`config.mk`:
```
export PLATFORM = sky130hd
export DESIGN_NAME = reference_count_table_top
export DESIGN_NICKNAME = d
export VERILOG_FILES = /design/src/rtl/rct_pkg.sv /design/src/rtl/rct_ctrl.sv /design/src/rtl/rct_dpath.sv /design/src/rtl/reference_count_table_top.sv
export SDC_FILE = /design/constraint.sdc
export NUM_CORES = 1
export LEC_CHECK = 0
export ABC_AREA = 1
export BUFFER_PORTS_ARGS = -buffer_cell sky130_fd_sc_hd__buf_4
export CORE_MARGIN = 4
export CORE_UTILIZATION = 57
export DETAILED_ROUTE_END_ITERATION = 10
export GPL_TIMING_DRIVEN = 0
export MAX_ROUTING_LAYER = met4
export PLACE_DENSITY_LB_ADDON = 0.05
export SETUP_SLACK_MARGIN = 0.1
export SYNTH_ARGS = -nofsm -noshare
export SYNTH_HDL_FRONTEND = slang
export SYNTH_SLANG_ARGS = --single-unit
```
`constraint.sdc`:
```
create_clock -name clk -period 4.65 [get_ports clk]
set_input_delay 0 -clock clk [delete_from_list [all_inputs] [get_ports clk]]
set_output_delay 0 -clock clk [all_outputs]
set_load 0.02 [all_outputs]
```
`src/rtl/rct_pkg.sv`:
```
`default_nettype none
// ----------------------------------------------------------------------------
// Reference count table package
// Shared sizes, codes, payload structs and controller command types.
// ----------------------------------------------------------------------------
package rct_pkg;

    // Table geometry.
    localparam int ENTRIES    = 16;
    localparam int ID_BITS    = 8;
    localparam int COUNT_BITS = 16;
    localparam int IDX_W      = (ENTRIES > 1) ? $clog2(ENTRIES) : 1;

    // Fixed field widths of the request and response.
    localparam int ACTION_W   = 2;
    localparam int SID_W      = 8;
    localparam int STATUS_W   = 3;
    localparam int REFCNT_W   = 16;

    // Largest count a slot can hold.
    localparam logic [COUNT_BITS-1:0] COUNT_MAX = '1;

    typedef enum logic [ACTION_W-1:0] {
        ACT_ACQUIRE = 2'd0,
        ACT_RELEASE = 2'd1,
        ACT_MARK    = 2'd2,
        ACT_QUERY   = 2'd3
    } action_t;

    typedef enum logic [STATUS_W-1:0] {
        ST_OK        = 3'd0,
        ST_FULL      = 3'd1,
        ST_DELETING  = 3'd2,
        ST_NOT_FOUND = 3'd3,
        ST_SATURATED = 3'd4
    } status_t;

    typedef struct packed {
        action_t            action;
        logic [SID_W-1:0]   entry_id;
    } req_t;

    typedef struct packed {
        status_t             status;
        logic [REFCNT_W-1:0] ref_count;
        logic                entry_usable;
    } rsp_t;

    // Controller states.
    typedef enum logic {
        S_IDLE  = 1'b0,
        S_APPLY = 1'b1
    } state_t;

    // Commands from the controller to the datapath.
    typedef struct packed {
        logic capture;
        logic apply;
    } cmd_t;

endpackage : rct_pkg
`default_nettype wire

```
`src/rtl/rct_ctrl.sv`:
```
`default_nettype none
// ----------------------------------------------------------------------------
// Reference count table controller
// Sequences each request through capture and apply, and owns the response
// valid flag.
// ----------------------------------------------------------------------------
module rct_ctrl
    import rct_pkg::*;
(
    input  wire logic   clk,
    input  wire logic   rst_n,
    input  wire logic   req_valid,
    output logic        req_ready,
    output logic        rsp_valid,
    input  wire logic   rsp_ready,
    output cmd_t        cmd
);

    state_t state_reg;
    state_t state_next;
    logic   rsp_valid_reg;
    logic   rsp_valid_next;

    // State and response valid registers.
    always_ff @(posedge clk or negedge rst_n)
    begin
        if (!rst_n)
        begin
            state_reg     <= S_IDLE;
            rsp_valid_reg <= 1'b0;
        end
        else
        begin
            state_reg     <= state_next;
            rsp_valid_reg <= rsp_valid_next;
        end
    end

    // Next state and commands.
    always_comb
    begin
        state_next = state_reg;
        cmd        = '0;
        req_ready  = 1'b0;
        case (state_reg)
            S_IDLE:
            begin
                req_ready = 1'b1;
                if (req_valid)
                begin
                    cmd.capture = 1'b1;
                    state_next  = S_APPLY;
                end
            end
            S_APPLY:
            begin
                // The update waits until the response register is free.
                if (!rsp_valid_reg || rsp_ready)
                begin
                    cmd.apply  = 1'b1;
                    state_next = S_IDLE;
                end
            end
            default:
            begin
                state_next = S_IDLE;
            end
        endcase
    end

    // A response is held until its transaction completes.
    always_comb
    begin
        if (cmd.apply)
        begin
            rsp_valid_next = 1'b1;
        end
        else if (rsp_ready)
        begin
            rsp_valid_next = 1'b0;
        end
        else
        begin
            rsp_valid_next = rsp_valid_reg;
        end
    end

    assign rsp_valid = rsp_valid_reg;

`ifndef SYNTHESIS
    // Capture and apply never fall in the same cycle.
    a_cmd_exclusive: assert property (@(posedge clk) disable iff (!rst_n)
        !(cmd.capture && cmd.apply))
        else $error("capture and apply issued together");

    // Once a request is taken, no other is taken in the next cycle.
    a_busy_after_accept: assert property (@(posedge clk) disable iff (!rst_n)
        (req_valid && req_ready) |=> !req_ready)
        else $error("request accepted while previous one in progress");

    // A response appears only after an apply command.
    a_rsp_after_apply: assert property (@(posedge clk) disable iff (!rst_n)
        $rose(rsp_valid) |-> $past(cmd.apply))
        else $error("response valid without apply");
`endif

endmodule : rct_ctrl
`default_nettype wire

```
`src/rtl/rct_dpath.sv`:
```
`default_nettype none
// ----------------------------------------------------------------------------
// Reference count table datapath
// Holds the slot table, compares the id against every live slot on capture
// and performs the table update and response on apply.
// ----------------------------------------------------------------------------
module rct_dpath
    import rct_pkg::*;
(
    input  wire logic   clk,
    input  wire logic   rst_n,
    input  wire cmd_t   cmd,
    input  wire req_t   req,
    output rsp_t        rsp
);

    // Slot table.
    logic [ID_BITS-1:0]    slot_id_reg     [ENTRIES];
    logic [COUNT_BITS-1:0] slot_count_reg  [ENTRIES];
    logic [ENTRIES-1:0]    slot_live_reg;
    logic [ENTRIES-1:0]    slot_live_next;
    logic [ENTRIES-1:0]    slot_doomed_reg;
    logic [ENTRIES-1:0]    slot_doomed_next;

    // Captured request and lookup results.
    action_t               act_reg;
    logic [ID_BITS-1:0]    id_reg;
    logic                  hit_reg;
    logic [IDX_W-1:0]      hit_idx_reg;
    logic                  free_any_reg;
    logic [IDX_W-1:0]      free_idx_reg;

    rsp_t                  rsp_reg;
    rsp_t                  rsp_next;

    // Lookup signals.
    logic [ID_BITS-1:0]    req_id;
    logic [ENTRIES-1:0]    hit_vec;
    logic [IDX_W-1:0]      hit_idx;
    logic [IDX_W-1:0]      free_idx;

    // Apply signals.
    logic [IDX_W-1:0]      sel_idx;
    logic [COUNT_BITS-1:0] cur_count;
    logic                  cur_doomed;
    logic                  wr_en;
    logic [COUNT_BITS-1:0] wr_count;

    assign req_id = ID_BITS'(req.entry_id);

    // Parallel compare against the live slots and lowest free slot search.
    always_comb
    begin
        hit_vec  = '0;
        hit_idx  = '0;
        free_idx = '0;
        for (int i = 0; i < ENTRIES; i++)
        begin
            hit_vec[i] = slot_live_reg[i] && (slot_id_reg[i] == req_id);
        end
        for (int i = ENTRIES - 1; i >= 0; i--)
        begin
            if (hit_vec[i])
            begin
                hit_idx = IDX_W'(i);
            end
            if (!slot_live_reg[i])
            begin
                free_idx = IDX_W'(i);
            end
        end
    end

    // Request and lookup registers.
    always_ff @(posedge clk)
    begin
        if (cmd.capture)
        begin
            act_reg      <= req.action;
            id_reg       <= req_id;
            hit_reg      <= |hit_vec;
            hit_idx_reg  <= hit_idx;
            free_any_reg <= ~&slot_live_reg;
            free_idx_reg <= free_idx;
        end
    end

    assign sel_idx    = hit_reg ? hit_idx_reg : free_idx_reg;
    assign cur_count  = slot_count_reg[sel_idx];
    assign cur_doomed = slot_doomed_reg[sel_idx];

    // Table update and response for the captured request.
    always_comb
    begin
        slot_live_next   = slot_live_reg;
        slot_doomed_next = slot_doomed_reg;
        wr_en            = 1'b0;
        wr_count         = cur_count;
        rsp_next         = rsp_reg;
        if (cmd.apply)
        begin
            rsp_next.status       = ST_OK;
            rsp_next.ref_count    = '0;
            rsp_next.entry_usable = 1'b0;
            case (act_reg)
                ACT_ACQUIRE:
                begin
                    if (!hit_reg && !free_any_reg)
                    begin
                        rsp_next.status = ST_FULL;
                    end
                    else if (!hit_reg)
                    begin
                        // Claim a fresh slot; its count goes from zero to one.
                        slot_live_next[sel_idx]   = 1'b1;
                        slot_doomed_next[sel_idx] = 1'b0;
                        wr_en                     = 1'b1;
                        wr_count                  = COUNT_BITS'(1);
                        rsp_next.ref_count        = REFCNT_W'(wr_count);
                        rsp_next.entry_usable     = 1'b1;
                    end
                    else if (cur_doomed)
                    begin
                        rsp_next.status    = ST_DELETING;
                        rsp_next.ref_count = REFCNT_W'(cur_count);
                    end
                    else if (cur_count == COUNT_MAX)
                    begin
                        rsp_next.status       = ST_SATURATED;
                        rsp_next.ref_count    = REFCNT_W'(cur_count);
                        rsp_next.entry_usable = 1'b1;
                    end
                    else
                    begin
                        wr_en                 = 1'b1;
                        wr_count              = cur_count + COUNT_BITS'(1);
                        rsp_next.ref_count    = REFCNT_W'(wr_count);
                        rsp_next.entry_usable = 1'b1;
                    end
                end
                ACT_RELEASE:
                begin
                    if (!hit_reg)
                    begin
                        rsp_next.status = ST_NOT_FOUND;
                    end
                    else if (cur_count == '0)
                    begin
                        rsp_next.entry_usable = !cur_doomed;
                    end
                    else
                    begin
                        wr_en    = 1'b1;
                        wr_count = cur_count - COUNT_BITS'(1);
                        if ((wr_count == '0) && cur_doomed)
                        begin
                            // Last reference to a marked entry frees it.
                            slot_live_next[sel_idx]   = 1'b0;
                            slot_doomed_next[sel_idx] = 1'b0;
                        end
                        else
                        begin
                            rsp_next.ref_count    = REFCNT_W'(wr_count);
                            rsp_next.entry_usable = !cur_doomed;
                        end
                    end
                end
                ACT_MARK:
                begin
                    if (!hit_reg)
                    begin
                        rsp_next.status = ST_NOT_FOUND;
                    end
                    else if (cur_count == '0)
                    begin
                        // Unreferenced entries are freed immediately.
                        slot_live_next[sel_idx]   = 1'b0;
                        slot_doomed_next[sel_idx] = 1'b0;
                    end
                    else
                    begin
                        slot_doomed_next[sel_idx] = 1'b1;
                        rsp_next.ref_count        = REFCNT_W'(cur_count);
                    end
                end
                ACT_QUERY:
                begin
                    if (hit_reg)
                    begin
                        rsp_next.ref_count    = REFCNT_W'(cur_count);
                        rsp_next.entry_usable = !cur_doomed;
                    end
                end
                default:
                begin
                    rsp_next.status = ST_OK;
                end
            endcase
        end
    end

    // Slot flags are cleared at reset.
    always_ff @(posedge clk or negedge rst_n)
    begin
        if (!rst_n)
        begin
            slot_live_reg   <= '0;
            slot_doomed_reg <= '0;
        end
        else
        begin
            slot_live_reg   <= slot_live_next;
            slot_doomed_reg <= slot_doomed_next;
        end
    end

    // Slot ids, counts and the response payload.
    always_ff @(posedge clk)
    begin
        if (wr_en)
        begin
            slot_id_reg[sel_idx]    <= id_reg;
            slot_count_reg[sel_idx] <= wr_count;
        end
        rsp_reg <= rsp_next;
    end

    assign rsp = rsp_reg;

`ifndef SYNTHESIS
    // A slot can be marked only while it is live.
    a_doomed_is_live: assert property (@(posedge clk) disable iff (!rst_n)
        (slot_doomed_reg & ~slot_live_reg) == '0)
        else $error("marked slot is not live");

    // Live ids are unique, so at most one slot matches.
    a_unique_hit: assert property (@(posedge clk) disable iff (!rst_n)
        $onehot0(hit_vec))
        else $error("id matches more than one live slot");

    // Slot ids and counts are written only in the apply cycle.
    a_write_on_apply: assert property (@(posedge clk) disable iff (!rst_n)
        wr_en |-> cmd.apply)
        else $error("slot written outside apply");
`endif

endmodule : rct_dpath
`default_nettype wire

```
`src/rtl/reference_count_table_top.sv`:
```
`default_nettype none
// ----------------------------------------------------------------------------
// Reference count table top level
// Table of reference-counted entries with deferred delete.
// ----------------------------------------------------------------------------
// Each request passes through capture and apply: in the cycle it is accepted
// its id is compared against all live slots, the lowest free slot is found
// and the results are registered; in the apply state the slot is updated and
// the response register is loaded. A new request is accepted only once the
// current one has been applied, so requests are not overlapped. The apply
// waits while the response register still holds a result that has not been
// taken. Slot flags are cleared directly by reset; there is no clearing
// pass.
module reference_count_table_top
    import rct_pkg::*;
(
    input  wire logic   clk,
    input  wire logic   rst_n,
    input  wire logic   req_valid,
    output logic        req_ready,
    input  wire req_t   req,
    output logic        rsp_valid,
    input  wire logic   rsp_ready,
    output rsp_t        rsp
);

    cmd_t cmd;

    // Request sequencing.
    rct_ctrl u_ctrl (
        .clk       (clk),
        .rst_n     (rst_n),
        .req_valid (req_valid),
        .req_ready (req_ready),
        .rsp_valid (rsp_valid),
        .rsp_ready (rsp_ready),
        .cmd       (cmd)
    );

    // Slot table and response.
    rct_dpath u_dpath (
        .clk   (clk),
        .rst_n (rst_n),
        .cmd   (cmd),
        .req   (req),
        .rsp   (rsp)
    );

endmodule : reference_count_table_top
`default_nettype wire

```
# Word level (Yosys, flattened, before mapping)
# Memory sizes are Yosys's and may differ from the RTL's.
# Cells that the tools add are included.
dict set report word_totals {
  mem_count 2
  reg_bits 74
  output_inout_bits 22
  ram_bits 384
}
# memory depth word_bits rd rd_ports_with_merged_regs wr line_no
set memory_table {}
lappend memory_table {u_dpath.slot_count_reg 16 16 1 0 1 rct_dpath.sv:19} ;# logic [COUNT_BITS-1:0] slot_count_reg [ENTRIES];
lappend memory_table {u_dpath.slot_id_reg 16 8 16 0 1 rct_dpath.sv:18} ;# logic [ID_BITS-1:0] slot_id_reg [ENTRIES];
dict set report classes {
  n_reduce_logical 41
  n_bitwise 6
  order_cmp 2
  add_sub_neg 2
  eq_ne 27
  mux 97
}
# op n
set op_table {}
lappend op_table {{$mux 16} 24}
lappend op_table {{$eq 8x8->1} 16}
lappend op_table {{$mux 17} 6}
lappend op_table {{$pmux 16 s3} 2}
lappend op_table {{$mux 4} 17}
lappend op_table {{$pmux 16 s4} 1}
lappend op_table {{$mux 3} 11}
lappend op_table {{$and 16x16->16} 2}
lappend op_table {{$logic_not 16->1} 2}
lappend op_table {{$or 16x16->16} 2}
lappend op_table {{$pmux 16 s2} 1}
lappend op_table {{$mux 1} 23}
lappend op_table {{$logic_and 1x1->1} 19}
lappend op_table {{$mux 19} 1}
lappend op_table {{$add 16x1->16 const B} 1}
lappend op_table {{$eq 16x16->1 const B} 1}
lappend op_table {{$not 16->16} 1}
lappend op_table {{$reduce_and 16->1} 1}
lappend op_table {{$reduce_and 8->1} 2}
lappend op_table {{$reduce_or 16->1} 1}
lappend op_table {{$sub 16x1->16 const B} 1}
lappend op_table {{$mux 2} 5}
lappend op_table {{$reduce_and 9->1} 1}
lappend op_table {{$ne 2x1->1 const B} 4}
lappend op_table {{other kinds (21)} 30}

# Longest topological paths before layout
# Gate-level depths: netlist of run 1.
# An unclocked memory read counts as a cell.
dict set report depth {
  ltp_word 18
  ltp_mapped 30
}

# By module
# From an unflattened synthesis of run 1, not the netlist that was laid out.
dict set report unflattened {
  hier_cells 2248
  hier_area_um2 21840.9
}
# module area_each_um2 cells_per_inst n_inst
set modules_own_cells {}
lappend modules_own_cells {rct_dpath 21740.9 2236 1}
lappend modules_own_cells {rct_ctrl 100.1 12 1}

# Worst setup path after synthesis of run 1
# OpenSTA, ideal clock, no wires.
dict set report synth_path {
  kind {flip-flop to flip-flop}
  from {reg u_dpath.hit_reg}
  to {mem u_dpath.slot_count_reg[0][0] (enable)}
  path_slack_ns 0.212
  setup_time_ns 0.405
  required_time_ns 4.245
  period_less_slack_ns 4.438
  t_arrival_ns 4.033
  stages_incl_launch_ff 29
  n_path_buf 4
  cell_sequence {edfxtp_1 buf_4 nand2_2 nand2_2 buf_6 buf_2 nand2_1 nand2_1 nand2_1 nand2_1 nand2_1 nand2_1 nor2_4 inv_1 ha_1 inv_1 nor2_1 nand2_1 nor2_1 nand2_1 nor2_1 nand2_2 nand2_2 inv_2 nor2_1 o21ai_1 nand2_1 buf_4 nor2_1}
}
dict set report synth_between {
  elab_chain_cells 11
  elab_cells_between_ends 18
  cone_classes {eq/ne: 1; mux: 13; reduce/logical: 3; memory: 1}
}
# item line_no
set synth_lines {}
lappend synth_lines {{start: declaration} rct_dpath.sv:28} ;# logic hit_reg;
lappend synth_lines {{start signal: assignment} rct_dpath.sv:81} ;# hit_reg <= |hit_vec;
lappend synth_lines {{$mux 4} rct_dpath.sv:88} ;# assign sel_idx = hit_reg ? hit_idx_reg : free_idx_reg;
lappend synth_lines {{$mem_v2 16x16} n/a}
lappend synth_lines {{$eq 16x16->1} rct_dpath.sv:127} ;# else if (cur_count == COUNT_MAX)
lappend synth_lines {{$mux 1} rct_dpath.sv:127}
lappend synth_lines {{$mux 1} rct_dpath.sv:122} ;# else if (cur_doomed)
lappend synth_lines {{$mux 1} rct_dpath.sv:112} ;# else if (!hit_reg)
lappend synth_lines {{$mux 1} rct_dpath.sv:108} ;# if (!hit_reg && !free_any_reg)
lappend synth_lines {{$pmux 1 s2} rct_dpath.sv:105} ;# case (act_reg)
lappend synth_lines {{$mux 1} rct_dpath.sv:100} ;# if (cmd.apply)
lappend synth_lines {{$mux 1} rct_dpath.sv:220} ;# if (wr_en)
lappend synth_lines {{$mux 1 (not written as such)} rct_dpath.sv:223} ;# slot_count_reg[sel_idx] <= wr_count;
lappend synth_lines {{end: declaration} rct_dpath.sv:19}
# Several ways; a longest one is shown, not always the timed one. The select of a mux whose other input is x is not followed.

# Worst setup path after layout of run 1
dict set report layout_path {
  from {reg u_dpath.hit_reg}
  to {mem u_dpath.slot_count_reg[12][9] (enable)}
}
# The elaborated chain is that of the path after synthesis.

==> results of run 1 <==
==> timing repair <==
action,in CTS,in global routing
pin swaps,16,10
cloned,0,3
endpoints found under the hold margin,58,0
endpoints found under the setup margin,683,647
setup buffers,23,11
hold buffers,15,0
gates resized for setup,31,40
==> where the power goes <==
part / internal [mW] / switching, mW
Sequential: 5.35 / 0.252
Combinational: 1.28 / 3.28
Clock: 2.00 / 1.59
Total: 8.63 / 5.12
==> area by class of cell <==
class	instances	share of cell area (%)
clock buffer	61	4.81
buffer	91	2.20
clock inverter	26	0.787
timing repair buffer	111	4.54
multi-input combinational	1626	30.3
sequential	458	52.7
tap	511	2.48
inverter	143	2.12
==> layout by cell type, fill, tap and decap left out, drive strengths merged, types with 3 or more instances in the layout <==
master,netlist,final
o211ai,9,9
nand4,52,52
a221oi,5,5
nor2,165,165
a2111oi,9,9
edfxtp,424,424
xnor2,15,15
nor3,19,19
a22oi,9,9
o31ai,16,16
nor4,18,18
clkbuf,40,108
nor3b,6,6
buf,51,141
ha,9,9
o21ai,75,76
a21oi,19,19
a211oi,10,10
clkinv,6,25
dfrtp,34,34
nand3,141,141
o22ai,10,10
o2111ai,7,7
dlygate4sd3,0,14
xor2,34,34
a31oi,4,4
or2,8,8
inv,137,141
nand3b,3,3
nand2,973,973
==> metrics by stage <==
step / area, sq um / hold slack (ns) / util, % / std cells / TNS [ns]
detailed placement: 23600 / -0.0269 / 62.0 / 2888 / -613.80
finish: 25800 / 0.123 / 67.8 / 3027 / 0
global route: 25800 / 0.106 / 67.8 / 3027 / 0
CTS: 25500 / 0.0934 / 67.0 / 3013 / 0
global placement: 23000 / -0.0237 / 60.6 / 2863 / -1260.46
floorplan: 22100 / -0.296 / - / 2317 / 0
==> routing by layer <==
| layer | up-vias | global-route usage (%) | wire length (um) |
|---|---|---|---|
| met2 | 843 | 52.6 | 32000 |
| met1 | 8430 | 42.9 | 26500 |
| met3 | 167 | 5.43 | 5880 |
| met5 | - | - | 0 |
| met4 | 0 | 11.1 | 2600 |
| li1 | 8172 | - | - |
==> cells by family (layout without fill, tap and decap cells) <==
group | Yosys count | in the layout | share of synthesized area, %
AND/OR/NAND/NOR | 1389 | 1389 | 26.4
flip-flops | 458 | 458 | 61.4
buffers and inverters | 234 | 432 | 4.67
AO/OA/AOI/OAI | 178 | 179 | 5.14
XOR/XNOR | 49 | 49 | 1.94
adder cells (fa/ha/maj) | 9 | 9 | 0.509
==> cell usage after synthesis (all sizes together) (5+ instances only) <==
cell     count
o21ai       75
xnor2       15
buf         51
nand2      973
nor3b        6
a22oi        9
inv        137
nor2       165
clkbuf      40
nand3      141
o22ai       10
xor2        34
o2111ai      7
a221oi       5
nor4        18
nand4       52
a21oi       19
a211oi      10
o211ai       9
o31ai       16
or2          8
a2111oi      9
edfxtp     424
dfrtp       34
clkinv       6
ha           9
nor3        19
==> worst min path at each step <==
stage / from / end / slack, ns
floorplan: rst_n / async pin / -0.30
global placement: rst_n / async pin / -0.02
detailed placement: rst_n / u_ctrl.rsp_valid$_DFFE_PN0P_ / -0.03
CTS: req[9] / u_dpath.act_reg[1]$_DFFE_PP_ / 0.09
global route: req[8] / u_dpath.act_reg[0]$_DFFE_PP_ / 0.11
finish: req[8] / u_dpath.act_reg[0]$_DFFE_PP_ / 0.12
==> out/qor.csv, run 1 <==
metric;value;unit
outcome;completed;
area_delta_synth_final;16.4;%
synth_top_area_share;57.5;%
largest_reg_flops;256;
core_area;38000;sq um
cts.sinks;458;
cp-startpoint;u_dpath.hit_reg$_DFFE_PP_;
drive_above_1_share;12.9;%
rows;71;
cts_tree;yes;
critPathTopFamily;simple AND/OR/NAND/NOR gates;
fp.dieH;205;um
crit_type;register to register;
yosysWarnings;0;
drc;0;
antenna_found_initial;0;
timing.rr.end;u_dpath.slot_count_reg[12][9]$_DFFE_PP_;
yosys.area.top_type;edfxtp_1;
ff2ff_setup_slack;0.27;ns
htreeDepth;2;
final_nets;2501;
postSynth.asyncResetShare;7.42;%
peakVddDrop;0.425;mV
hold_path.class;input port to register;
start_kind;register;
clkTransAtPathRegs;0.06;ns
die_w;205;um
insertion_delay;0.61;ns
grt_pass1_vias;16700;
worst_ep_arrival_time;4.67;ns
grt_usage;32.7;%
crit_top_cell;nor2_4;
gp_congestion;0.979;
pre_cts_ws;-1.39;ns
hold_depth;2;
tightestPinTransition;1.04;ns
cts_made_buffers;47;
grt_setup_unrepaired;no;
multi_input_area;7820;sq um
dp_hpwl;44600;um
cp_slowest_stage_delay;0.32;ns
cpMaxStageDelayCell;edfxtp_1;
start_util;58.2;%
postRouteWirelength;67000;um
grt_pass1_wl;99800;um
gr-total-overflow;0;
cts.path.max_buffers;3;
vias;17600;
worstReg2RegStart;u_dpath.hit_reg$_DFFE_PP_;
power_density;534;nW/um^2
clock_skew;0.0334;ns
power;13.8;mW
ios;36;
crit_path_max_fanout;15;
synth_area_leaders;edfxtp_1, nand2_1, dfrtp_1;
drt-initial-drc-count;1980;
ys_ff_latch;458;
antenna-diode-count;0;
synth-edff-count;424;
cp-end-kind;register;
root_buffer;clkbuf_16;
syn-instance-count;2317;
crit_end;u_dpath.slot_count_reg[12][9]$_DFFE_PP_;
ys_types;53;
portBuffers;35;
drt.antenna.violating_nets;0;
netlist_area;22100;sq um
drt-vias-per-instance;5.82;
post-route-period-util;94.3;%
worstPathRequired;4.94;ns
drt-wirelength-per-cell;22.1;um
drtPass1Iterations;5;
critPathBufInv;9;
max-cap-violations;0;
synth-seq-area-share;61.4;%
synth.avg_cell_area;9.55;sq um
regArea;13600;sq um
report.final.slew_viol_count;0;
synth_fp_nets;2340;
setup_viol;0;
fillers;3041;
slew_headroom;28.7;%
finalCriticalPeriod;4.38;ns
grt_max_degree;35;
r2r_cells;25;
leakagePower;10.5;nW
setup_slack;0.267;ns
dieArea;42100;sq um
max_freq;228;MHz
hold_violations;0;
synthFlopType;edfxtp_1;
crit_cells;25;
(Power assumes the default switching activity.)
==> inputs of run 2 (changes only) <==
Settings changed: CORE_UTILIZATION 57 to 55.
Clock period 4.65 ns to 4.4 ns, I/O delays scaled along.
==> out/qor.csv, run 2 (same netlist as run 1, synthesis figures left out) <==
metric;value;unit
die_w;209;um
max-cap-violations;0;
clkTransAtPathRegs;0.06;ns
core_area;39700;sq um
start_kind;register;
clock_skew;0.0166;ns
ios;36;
postRouteWirelength;69200;um
cp-end-kind;register;
tightestPinTransition;1.41;ns
finalCriticalPeriod;4.21;ns
root_buffer;clkbuf_16;
vias;17700;
portBuffers;35;
cts.sinks;458;
leakagePower;10.6;nW
htreeDepth;2;
cts_tree;yes;
hp-start;req[1];
layoutNonFillerInstCount;3059;
grt_pass1_vias;16900;
power_density;558;nW/um^2
antenna_found_initial;0;
grt_pass1_wl;102000;um
fin_tns_setup;0;ns
grt_max_degree;35;
final_util;66.0;%
setup_viol;0;
dp_hpwl;45100;um
antenna-diode-count;0;
rows;73;
drtPass1Iterations;8;
slew_headroom;3.35;%
final_nets;2526;
crit_path_max_fanout;10;
dieArea;43500;sq um
hold_ws;0.121;ns
drt-wirelength-per-cell;22.6;um
grt_usage;31.7;%
max_freq;237;MHz
gr-total-overflow;0;
mostFrequentLayoutCell;nand2_1;
worst_ep_arrival_time;4.52;ns
start_util;55.7;%
hold_depth;2;
peakVddDrop;0.462;mV
crit_type;register to register;
dp_cells;2902;
drt-initial-drc-count;1902;
cp_slowest_stage_delay;0.37;ns
grt_setup_unrepaired;yes;
cp-startpoint;u_dpath.hit_reg$_DFFE_PP_;
worstReg2RegStart;u_dpath.hit_reg$_DFFE_PP_;
worstPathRequired;4.71;ns
post-route-period-util;95.8;%
cts.path.max_buffers;3;
power;14.6;mW
outcome;completed;
hold_violations;0;
final_cell_mix;nand2_1, edfxtp_1, nand3_1;
hold_path.class;input port to register;
cts_made_buffers;47;
gp_congestion;0.979;
fp.dieH;209;um
area_delta_synth_final;18.4;%
drt.antenna.violating_nets;0;
report.final.slew_viol_count;0;
drive_above_1_share;14.0;%
largest_reg_flops;256;
r2r_cells;29;
drc;0;
insertion_delay;0.61;ns
cpMaxStageDelayCell;edfxtp_1;
drt-vias-per-instance;5.79;
-- run 2: cell types whose count changed in the layout (fill, tap and decap cells not counted), sizes merged --
| cell | before | now |
|---|---|---|
| buf | 141 | 166 |
| inv | 141 | 138 |
| clkbuf | 108 | 107 |
| bufbuf | 0 | 1 |
| clkinvlp | 1 | 2 |
| bufinv | 2 | 0 |
| clkinv | 25 | 22 |
-- run 2: worst max-delay path: cells and delay by family (launching register included) --
kind,cells,cell delay [ns]
adder cells (fa/ha/maj),1,0.20
flip-flops,1,0.37
AO/OA/AOI/OAI,1,0.17
buffers and inverters,10,1.36
AND/OR/NAND/NOR,17,1.77
-- run 2: area by class of cell --
type | instances | area (sq um)
plain buffers | 91 | 627
clock buffers | 61 | 1230
clock inverters | 19 | 131
fillers | 3177 | 13500
inverters | 143 | 553
multi-input cells | 1626 | 7920
flip-flops and latches | 458 | 13600
well taps | 525 | 657
repair buffers | 136 | 1510
-- run 2: path summary, 6_finish.rpt --
path | slack (ns) | endpoint
hold / removal | 0.12 | u_dpath.id_reg[1]$_DFFE_PP_
setup reg to reg | 0.19 | u_dpath.slot_count_reg[8][12]$_DFFE_PP_
max in group asynchronous | 3.77 | async pin
min in group asynchronous | 0.45 | async pin
hold reg to reg | 0.50 | register
setup / recovery | 0.19 | u_dpath.slot_count_reg[8][12]$_DFFE_PP_
-- run 2: metal layers --
| metal | part of all wire (%) | GRT usage (%) | routed length [um] | vias to the layer above |
|---|---|---|---|---|
| li1 | - | - | - | 8234 |
| met1 | 39 | 40.6 | 27300 | 8520 |
| met2 | 49 | 52.1 | 33800 | 759 |
| met3 | 7.4 | 4.40 | 5100 | 185 |
| met4 | 4.4 | 12.3 | 3060 | 0 |
| met5 | 0 | - | 0 | - |
-- run 2: per-stage QoR --
step | setup slack [ns] | cell area [sq um]
2_1_floorplan | -0.0375 | 22100
3_3_place_gp | -3.22 | 23100
3_5_place_dp | -1.62 | 23600
4_1_cts | 0.118 | 25700
5_1_grt | 0.0380 | 26200
6_report | 0.186 | 26200
-- run 2: power breakdown --
group          total (mW)  switching [mW]  internal (mW)
Clock                3.64            1.67           1.97
Sequential           5.93           0.278           5.65
Combinational        5.06            3.54           1.53
Total                14.6            5.49           9.15
-- run 2: timing repair --
action,CTS,global route
pin swaps,20,10
gates resized for setup,55,70
hold buffers,15,0
setup endpoints to repair,689,680
setup buffers,30,24
gates cloned,2,6
hold endpoints to repair,58,0
